--- src/design/crs_pkg.sv ---
// Shared types and constants for the clip region rectangle splitter.
`timescale 1ns / 1ps

package crs_pkg;

  localparam int COORD_WIDTH_DEF = 16;

  // Piece slots in emission order, one bit each in the piece mask.
  localparam int NUM_PIECES = 5;
  localparam int PC_TOP     = 0;
  localparam int PC_LEFT    = 1;
  localparam int PC_MID     = 2;
  localparam int PC_RIGHT   = 3;
  localparam int PC_BOTTOM  = 4;

  localparam logic [NUM_PIECES-1:0] MASK_MID = NUM_PIECES'(1) << PC_MID;

  // Register map of the configuration port.
  localparam int APB_DATA_W = 32;
  localparam int APB_ADDR_W = 4;
  localparam logic [1:0] REG_CLIP_LEFT   = 2'd0;
  localparam logic [1:0] REG_CLIP_TOP    = 2'd1;
  localparam logic [1:0] REG_CLIP_RIGHT  = 2'd2;
  localparam logic [1:0] REG_CLIP_BOTTOM = 2'd3;

  // Per-item control: which pieces exist and whether the region passes through whole.
  typedef struct packed {
    logic                  pass;
    logic [NUM_PIECES-1:0] mask;
  } crs_ctrl_t;

endpackage

--- src/design/crs_split.sv ---
// Two-stage front end: clamps the region to the clip rectangle, then decides the pieces.
`timescale 1ns / 1ps

module crs_split #(
  parameter int COORD_WIDTH = crs_pkg::COORD_WIDTH_DEF
) (
  input  logic                          clk,
  input  logic                          rst,
  input  logic                          in_valid,
  output logic                          in_ready,
  input  logic signed [COORD_WIDTH-1:0] in_l,
  input  logic signed [COORD_WIDTH-1:0] in_t,
  input  logic signed [COORD_WIDTH-1:0] in_r,
  input  logic signed [COORD_WIDTH-1:0] in_b,
  input  logic signed [COORD_WIDTH-1:0] clip_l,
  input  logic signed [COORD_WIDTH-1:0] clip_t,
  input  logic signed [COORD_WIDTH-1:0] clip_r,
  input  logic signed [COORD_WIDTH-1:0] clip_b,
  output logic                          out_valid,
  input  logic                          out_ready,
  output logic signed [COORD_WIDTH-1:0] a_l,
  output logic signed [COORD_WIDTH-1:0] a_t,
  output logic signed [COORD_WIDTH-1:0] a_r,
  output logic signed [COORD_WIDTH-1:0] a_b,
  output logic signed [COORD_WIDTH-1:0] b_l,
  output logic signed [COORD_WIDTH-1:0] b_t,
  output logic signed [COORD_WIDTH-1:0] b_r,
  output logic signed [COORD_WIDTH-1:0] b_b,
  output crs_pkg::crs_ctrl_t            ctrl
);
  import crs_pkg::*;

  logic                          v1;
  logic signed [COORD_WIDTH-1:0] s1_al, s1_at, s1_ar, s1_ab;
  logic signed [COORD_WIDTH-1:0] s1_bl, s1_bt, s1_br, s1_bb;
  logic                          s1_ready;
  logic                          s2_ready;
  crs_ctrl_t                     ctrl_next;

  assign s2_ready = !out_valid || out_ready;
  assign s1_ready = !v1 || s2_ready;
  assign in_ready = s1_ready;

  // Stage 1: overlap corners.
  always_ff @(posedge clk) begin
    if (rst) begin
      v1 <= 1'b0;
    end else if (s1_ready) begin
      v1 <= in_valid;
    end
    if (s1_ready && in_valid) begin
      s1_al <= in_l;
      s1_at <= in_t;
      s1_ar <= in_r;
      s1_ab <= in_b;
      s1_bl <= (in_l > clip_l) ? in_l : clip_l;
      s1_bt <= (in_t > clip_t) ? in_t : clip_t;
      s1_br <= (in_r < clip_r) ? in_r : clip_r;
      s1_bb <= (in_b < clip_b) ? in_b : clip_b;
    end
  end

  // Stage 2 decision: an empty overlap sends the region through as the middle piece.
  always_comb begin
    ctrl_next = '0;
    if (!(s1_bl < s1_br && s1_bt < s1_bb)) begin
      ctrl_next.pass = 1'b1;
      ctrl_next.mask = MASK_MID;
    end else begin
      ctrl_next.mask[PC_TOP]    = s1_at < s1_bt;
      ctrl_next.mask[PC_LEFT]   = s1_al < s1_bl;
      ctrl_next.mask[PC_MID]    = 1'b1;
      ctrl_next.mask[PC_RIGHT]  = s1_ar > s1_br;
      ctrl_next.mask[PC_BOTTOM] = s1_ab > s1_bb;
    end
  end

  always_ff @(posedge clk) begin
    if (rst) begin
      out_valid <= 1'b0;
    end else if (s2_ready) begin
      out_valid <= v1;
    end
    if (s2_ready && v1) begin
      a_l  <= s1_al;
      a_t  <= s1_at;
      a_r  <= s1_ar;
      a_b  <= s1_ab;
      b_l  <= s1_bl;
      b_t  <= s1_bt;
      b_r  <= s1_br;
      b_b  <= s1_bb;
      ctrl <= ctrl_next;
    end
  end

endmodule

--- src/design/clip_region_rect_split.sv ---
// Top level of the clip region rectangle splitter: register port, front end and piece emitter.
`timescale 1ns / 1ps
// An accepted request loads the overlap stage, then the decision stage and then the emitter, whose
// held registers drive the output. The emitter issues a single piece per cycle while the receiver
// takes them, and an item yields one to five pieces; the emitter loads the next item as it hands
// off the last piece of the current one.
// Reset (synchronous, active high) empties the pipeline and clears the clip rectangle to zero.

module clip_region_rect_split #(
  parameter int COORD_WIDTH = crs_pkg::COORD_WIDTH_DEF
) (
  input  logic                                  clk,
  input  logic                                  rst,
  // Configuration port.
  input  logic                                  psel,
  input  logic                                  penable,
  input  logic                                  pwrite,
  input  logic [crs_pkg::APB_ADDR_W-1:0]        paddr,
  input  logic [crs_pkg::APB_DATA_W-1:0]        pwdata,
  output logic [crs_pkg::APB_DATA_W-1:0]        prdata,
  output logic                                  pready,
  // Region requests in.
  input  logic                                  s_tvalid,
  output logic                                  s_tready,
  // region_left, region_top, region_right, region_bottom, then zero fill
  input  logic [((4*COORD_WIDTH+7)/8)*8-1:0]    s_tdata,
  // Pieces out.
  output logic                                  m_tvalid,
  input  logic                                  m_tready,
  // piece_left, piece_top, piece_right, piece_bottom, then zero fill
  output logic [((4*COORD_WIDTH+7)/8)*8-1:0]    m_tdata,
  // covered
  output logic                                  m_tuser,
  output logic                                  m_tlast
);
  import crs_pkg::*;

  localparam int W       = COORD_WIDTH;
  localparam int TDATA_W = ((4*COORD_WIDTH+7)/8)*8;

  // Clip rectangle registers.
  logic signed [W-1:0] clip_left, clip_top, clip_right, clip_bottom;
  logic                wr_en;
  logic [1:0]          reg_idx;

  assign pready  = 1'b1;
  assign reg_idx = paddr[3:2];
  assign wr_en   = psel && penable && pwrite && pready;

  always_ff @(posedge clk) begin
    if (rst) begin
      clip_left   <= '0;
      clip_top    <= '0;
      clip_right  <= '0;
      clip_bottom <= '0;
    end else if (wr_en) begin
      case (reg_idx)
        REG_CLIP_LEFT:   clip_left   <= pwdata[W-1:0];
        REG_CLIP_TOP:    clip_top    <= pwdata[W-1:0];
        REG_CLIP_RIGHT:  clip_right  <= pwdata[W-1:0];
        REG_CLIP_BOTTOM: clip_bottom <= pwdata[W-1:0];
        default: ;
      endcase
    end
  end

  // Reads return the stored value zero-extended to the bus width.
  always_comb begin
    case (reg_idx)
      REG_CLIP_LEFT:   prdata = APB_DATA_W'($unsigned(clip_left));
      REG_CLIP_TOP:    prdata = APB_DATA_W'($unsigned(clip_top));
      REG_CLIP_RIGHT:  prdata = APB_DATA_W'($unsigned(clip_right));
      REG_CLIP_BOTTOM: prdata = APB_DATA_W'($unsigned(clip_bottom));
      default:         prdata = '0;
    endcase
  end

  // Front end: overlap corners and the set of pieces, two register stages.
  logic                split_valid;
  logic                split_ready;
  logic signed [W-1:0] f_al, f_at, f_ar, f_ab, f_bl, f_bt, f_br, f_bb;
  crs_ctrl_t           f_ctrl;

  crs_split #(
    .COORD_WIDTH (COORD_WIDTH)
  ) u_split (
    .clk       (clk),
    .rst       (rst),
    .in_valid  (s_tvalid),
    .in_ready  (s_tready),
    .in_l      (s_tdata[W-1:0]),
    .in_t      (s_tdata[2*W-1:W]),
    .in_r      (s_tdata[3*W-1:2*W]),
    .in_b      (s_tdata[4*W-1:3*W]),
    .clip_l    (clip_left),
    .clip_t    (clip_top),
    .clip_r    (clip_right),
    .clip_b    (clip_bottom),
    .out_valid (split_valid),
    .out_ready (split_ready),
    .a_l       (f_al),
    .a_t       (f_at),
    .a_r       (f_ar),
    .a_b       (f_ab),
    .b_l       (f_bl),
    .b_t       (f_bt),
    .b_r       (f_br),
    .b_b       (f_bb),
    .ctrl      (f_ctrl)
  );

  // Emitter: holds one item and walks its piece mask from the lowest set bit up.
  // The held registers act as the output register, so the front end can still fill
  // its two stages while a piece waits to be taken.
  logic signed [W-1:0]   e_al, e_at, e_ar, e_ab, e_bl, e_bt, e_br, e_bb;
  logic                  e_pass;
  logic [NUM_PIECES-1:0] e_mask;
  logic [NUM_PIECES-1:0] lowest;
  logic [NUM_PIECES-1:0] rest;
  logic                  out_fire;
  logic                  load;
  logic signed [W-1:0]   p_l, p_t, p_r, p_b;
  logic                  p_cov;

  assign lowest      = e_mask & (~e_mask + NUM_PIECES'(1));
  assign rest        = e_mask & ~lowest;
  assign m_tvalid    = |e_mask;
  assign m_tlast     = ~|rest;
  assign out_fire    = m_tvalid && m_tready;
  // Take the next item when empty or when the last piece of this one leaves.
  assign load        = !m_tvalid || (out_fire && m_tlast);
  assign split_ready = load;

  always_ff @(posedge clk) begin
    if (rst) begin
      e_mask <= '0;
    end else if (load) begin
      e_mask <= split_valid ? f_ctrl.mask : '0;
    end else if (out_fire) begin
      e_mask <= rest;
    end
    if (load && split_valid) begin
      e_al   <= f_al;
      e_at   <= f_at;
      e_ar   <= f_ar;
      e_ab   <= f_ab;
      e_bl   <= f_bl;
      e_bt   <= f_bt;
      e_br   <= f_br;
      e_bb   <= f_bb;
      e_pass <= f_ctrl.pass;
    end
  end

  // Piece corners for the current slot.
  always_comb begin
    p_cov = 1'b0;
    case (lowest)
      NUM_PIECES'(1) << PC_TOP: begin
        p_l = e_al; p_t = e_at; p_r = e_ar; p_b = e_bt;
      end
      NUM_PIECES'(1) << PC_LEFT: begin
        p_l = e_al; p_t = e_bt; p_r = e_bl; p_b = e_bb;
      end
      NUM_PIECES'(1) << PC_MID: begin
        if (e_pass) begin
          p_l = e_al; p_t = e_at; p_r = e_ar; p_b = e_ab;
        end else begin
          p_l = e_bl; p_t = e_bt; p_r = e_br; p_b = e_bb;
          p_cov = 1'b1;
        end
      end
      NUM_PIECES'(1) << PC_RIGHT: begin
        p_l = e_br; p_t = e_bt; p_r = e_ar; p_b = e_bb;
      end
      NUM_PIECES'(1) << PC_BOTTOM: begin
        p_l = e_al; p_t = e_bb; p_r = e_ar; p_b = e_ab;
      end
      default: begin
        p_l = e_al; p_t = e_at; p_r = e_ar; p_b = e_ab;
      end
    endcase
  end

  assign m_tdata = TDATA_W'({p_b, p_r, p_t, p_l});
  assign m_tuser = p_cov;

  // A covered piece is always a nonempty overlap.
  assert property (@(posedge clk) disable iff (rst)
    (m_tvalid && m_tuser) |-> (p_l < p_r && p_t < p_b))
    else $error("covered piece is empty");

  // A pass-through item carries only the middle slot.
  assert property (@(posedge clk) disable iff (rst)
    (m_tvalid && e_pass) |-> (e_mask == MASK_MID))
    else $error("pass-through item has extra pieces");

  // After a piece that is not the last one leaves, the next piece follows at once.
  assert property (@(posedge clk) disable iff (rst)
    (m_tvalid && m_tready && !m_tlast) |=> m_tvalid)
    else $error("item ended without its last piece");

  // At most one covered piece per item: the piece after a covered one is not covered.
  assert property (@(posedge clk) disable iff (rst)
    (m_tvalid && m_tready && m_tuser && !m_tlast) |=> !m_tuser)
    else $error("second covered piece in one item");

endmodule

--- config.mk ---
export PLATFORM = sky130hd
export DESIGN_NAME = clip_region_rect_split
export DESIGN_NICKNAME = d
export VERILOG_FILES = /design/src/design/crs_pkg.sv /design/src/design/crs_split.sv /design/src/design/clip_region_rect_split.sv
export SDC_FILE = /design/constraint.sdc
export NUM_CORES = 1
export LEC_CHECK = 0
export ABC_AREA = 1
export BUFFER_PORTS_ARGS = -buffer_cell sky130_fd_sc_hd__buf_2
export CELL_PAD_IN_SITES_DETAIL_PLACEMENT = 1
export CELL_PAD_IN_SITES_GLOBAL_PLACEMENT = 2
export CORE_AREA = 2 2 228 230
export DETAILED_ROUTE_END_ITERATION = 10
export DIE_AREA = 0 0 230 232
export PLACE_DENSITY = 0.89
export SKIP_CTS_REPAIR_TIMING = 1
export SLEW_MARGIN = 20
export SYNTH_ARGS = -nofsm -noshare
export SYNTH_HDL_FRONTEND = slang
export SYNTH_SLANG_ARGS = --single-unit
--- constraint.sdc ---
create_clock -name clk -period 17.32 [get_ports clk]
set_input_delay 3.464 -clock clk [delete_from_list [all_inputs] [get_ports clk]]
set_output_delay 3.464 -clock clk [all_outputs]
set_load 0.005 [all_outputs]
==> impl_metrics.tcl <==
set metrics [dict create \
    place_congestion 0.8978 \
    grt_pass1_wl_um 93230 \
    status "finished, final reports clean" \
    insertion_delay_ps 590 \
    ys.flop_type "edfxtp_1" \
    synth_cell_types 36 \
    cpMaxStageDelayCell "nor2_1" \
    synthCells 1915 \
    chipWidth_um 230 \
    finalHoldWorstSlack_ps 415.5 \
    fillers 5566 \
    final_common_cell "edfxtp_1" \
    synth_edf_count 390 \
    critPathBufInv 4 \
    timing_worst_setup_path_type "in2out" \
    place_hpwl_um 46970 \
    synth_top_area_share_pct 55.41 \
    setup_slack_ps 8628 \
    endpoint_kind "primary output" \
    reg2reg_slack_ps 13630 \
    startpoint "paddr[3]" \
    vdd_drop_max_mv 0.06787 \
    initial_core_util_pct 41.54 \
    synthTopCellsByArea "edfxtp_1 (55%), ha_1 (9.1%), dfxtp_1 (6.7%)" \
    first_pass_iters 5 \
    ant_nets 0 \
    multi_input_area_um2 6766 \
    clock_sinks 461 \
    cts_buffers 48 \
    die_h_um 232 \
    grt_pass1_vias 15850 \
    post-place-ws_ps 8706 \
    ys_seq_area_share_pct 62.13 \
    final_cell_mix "edfxtp_1 (390), nand2_1 (362), inv_1 (223)" \
    cp_top_family "simple AND/OR/NAND/NOR gates" \
    critical_path.reg2reg.startpoint "e_mask[0]" \
    yosysWarnings 0 \
    drv_slew 0 \
    max_cap_viol_count 0 \
    coreArea_um2 50890 \
    clock_skew_ps 24.85 \
    finalSetupTns_ps 0 \
    regArea_um2 13130 \
    rows 83 \
    finalPower_uw 2601 \
    area_delta_synth_final_pct 13.78 \
    ys_seq_elements 461 \
    fin_nets 2341 \
    finalSetupViolations 0 \
    syn_avg_cell_area_um2 11.04 \
    path_clk_slew_ps 60 \
    crit_arrival_ps 5230 \
    finalHoldViolations 0 \
    crit_end "prdata[1]" \
    drtIter0Drc 1102 \
    crit_cells 8 \
    grtUsageTotal_pct 23.09 \
    syn_area_um2 21140 \
    post_drt_wl_per_cell_um 22.19 \
    finalWirelength_um 62080 \
    detail_route.drc_violations 0 \
    slew_headroom_pct 30.90 \
    drive_gt1_share_pct 13.56 \
    grt.overflow.total 0 \
    cp-start-kind "input port" \
    p_per_area_nw_per_um2 108.1 \
    leakagePower_uw 0.009749 \
    cp_slowest_stage_delay_ps 730 \
    fin_crit_ps 8692 \
    cts_tree "built" \
    grt_max_degree 68 \
    hold_class "reg2reg" \
    routed_via_density 5.380 \
    grt_setup_unrepaired "no" \
    critical_path.cell_chain "buf_2 -> inv_1 -> nor2_1 -> inv_1 -> o22ai_1 -> a21oi_1 -> o21ai_0 -> buf_2" \
    portBuffers 172 \
    required_ps 13860 \
    htreeDepth 2 \
    finalCritPeriodShare_pct 50.18 \
    max_freq_ghz 0.1151 \
    ios 208 \
    dieArea_um2 53360 \
    via_count 15050 \
    clk_root_buffer_cell "clkbuf_16" \
    cts.path.max_buffers 3 \
    synth_area_leader_cell "edfxtp_1" \
    max_slew.worst_pin.slew_ps 1034 \
    reg2reg_to "u_split.s1_ab[3]" \
    antenna_found_initial 4 \
    r2r_cells 12 \
    synthArstFlopShare_pct 0 \
    crit_fanout 14 \
]
## through the flow
step	instances	instance area, µm²	util (%)
3_3_place_gp	2710	22530	44.27
5_1_grt	2798	24050	47.26
3_5_place_dp	2710	22530	44.27
2_1_floorplan	1930	21190	-
6_report	2798	24050	47.26
4_1_cts	2796	24040	47.25
## where the power goes
group / total [µW] / internal, µW / switching (µW)
clock: 1010 / 578 / 432
combinational: 279 / 91.5 / 188
sequential: 1310 / 1270 / 39.4
total: 2600 / 1940 / 659
## worst min-delay path by stage
stage	startpoint	end	slack [ps]	cells past startpoint
6_report	u_split.a_b[2]	e_ab[2]	420	0
5_1_grt	u_split.a_r[0]	e_ar[0]	430	0
4_1_cts	u_split.a_b[0]	e_ab[0]	420	0
3_5_place_dp	u_split.a_l[1]	e_al[1]	410	0
3_3_place_gp	u_split.a_r[8]	e_ar[8]	400	0
2_1_floorplan	u_split.a_b[0]	e_ab[0]	400	0
## area by class of cell
cell class                 count  share of cell area, %
antenna                        2                0.02081
clock buffer                  57                  5.223
clock inverter                29                  1.077
inverter                     228                  3.569
multi-input combinational   1161                  28.14
sequential                   461                  54.61
tap                          680                  3.538
timing repair buffer         180                  3.829
## kinds of logic after synthesis
kind of cell	synth area share, %
other	0.03553
and+or+nand+nor	13.46
adders and majority gates	9.116
buffers and inverters	6.156
DFF	62.13
AOI/OAI and AO/OA	9.099
## cell usage after synthesis, types with 5 or more instances
cell and count:
buf_2 20, ha_1 154, nand3_1 155, dfxtp_1 71, clkbuf_1 33, edfxtp_1 390, a31oi_1 8, nor2_1 53
nand2_2 13, buf_4 22, a21oi_1 141, nand2_1 362, buf_6 5, o21ai_1 6, o21ai_0 136, inv_1 225
nand3_2 5, o21a_1 8, o211ai_1 31, nand4_1 42
## worst reg2reg max path, stage by stage, from the launching register on
cell	delay, ps
dfxtp_1	620
nor2_4	330
nand3_2	140
inv_1	100
nand2_1	80
nand2_2	130
nand2_2	100
inv_2	80
nor2_4	50
nand2_2	80
nand2_1	160
inv_4	610
buf_4	780
## metal layers
layer | track usage, % | part of all wire (%)
met5 | 0 | 0
met4 | 7.540 | 2.8
met3 | 3.266 | 5.0
met2 | 38.24 | 47
met1 | 31.33 | 45
Power figures use the tool's default switching activity.
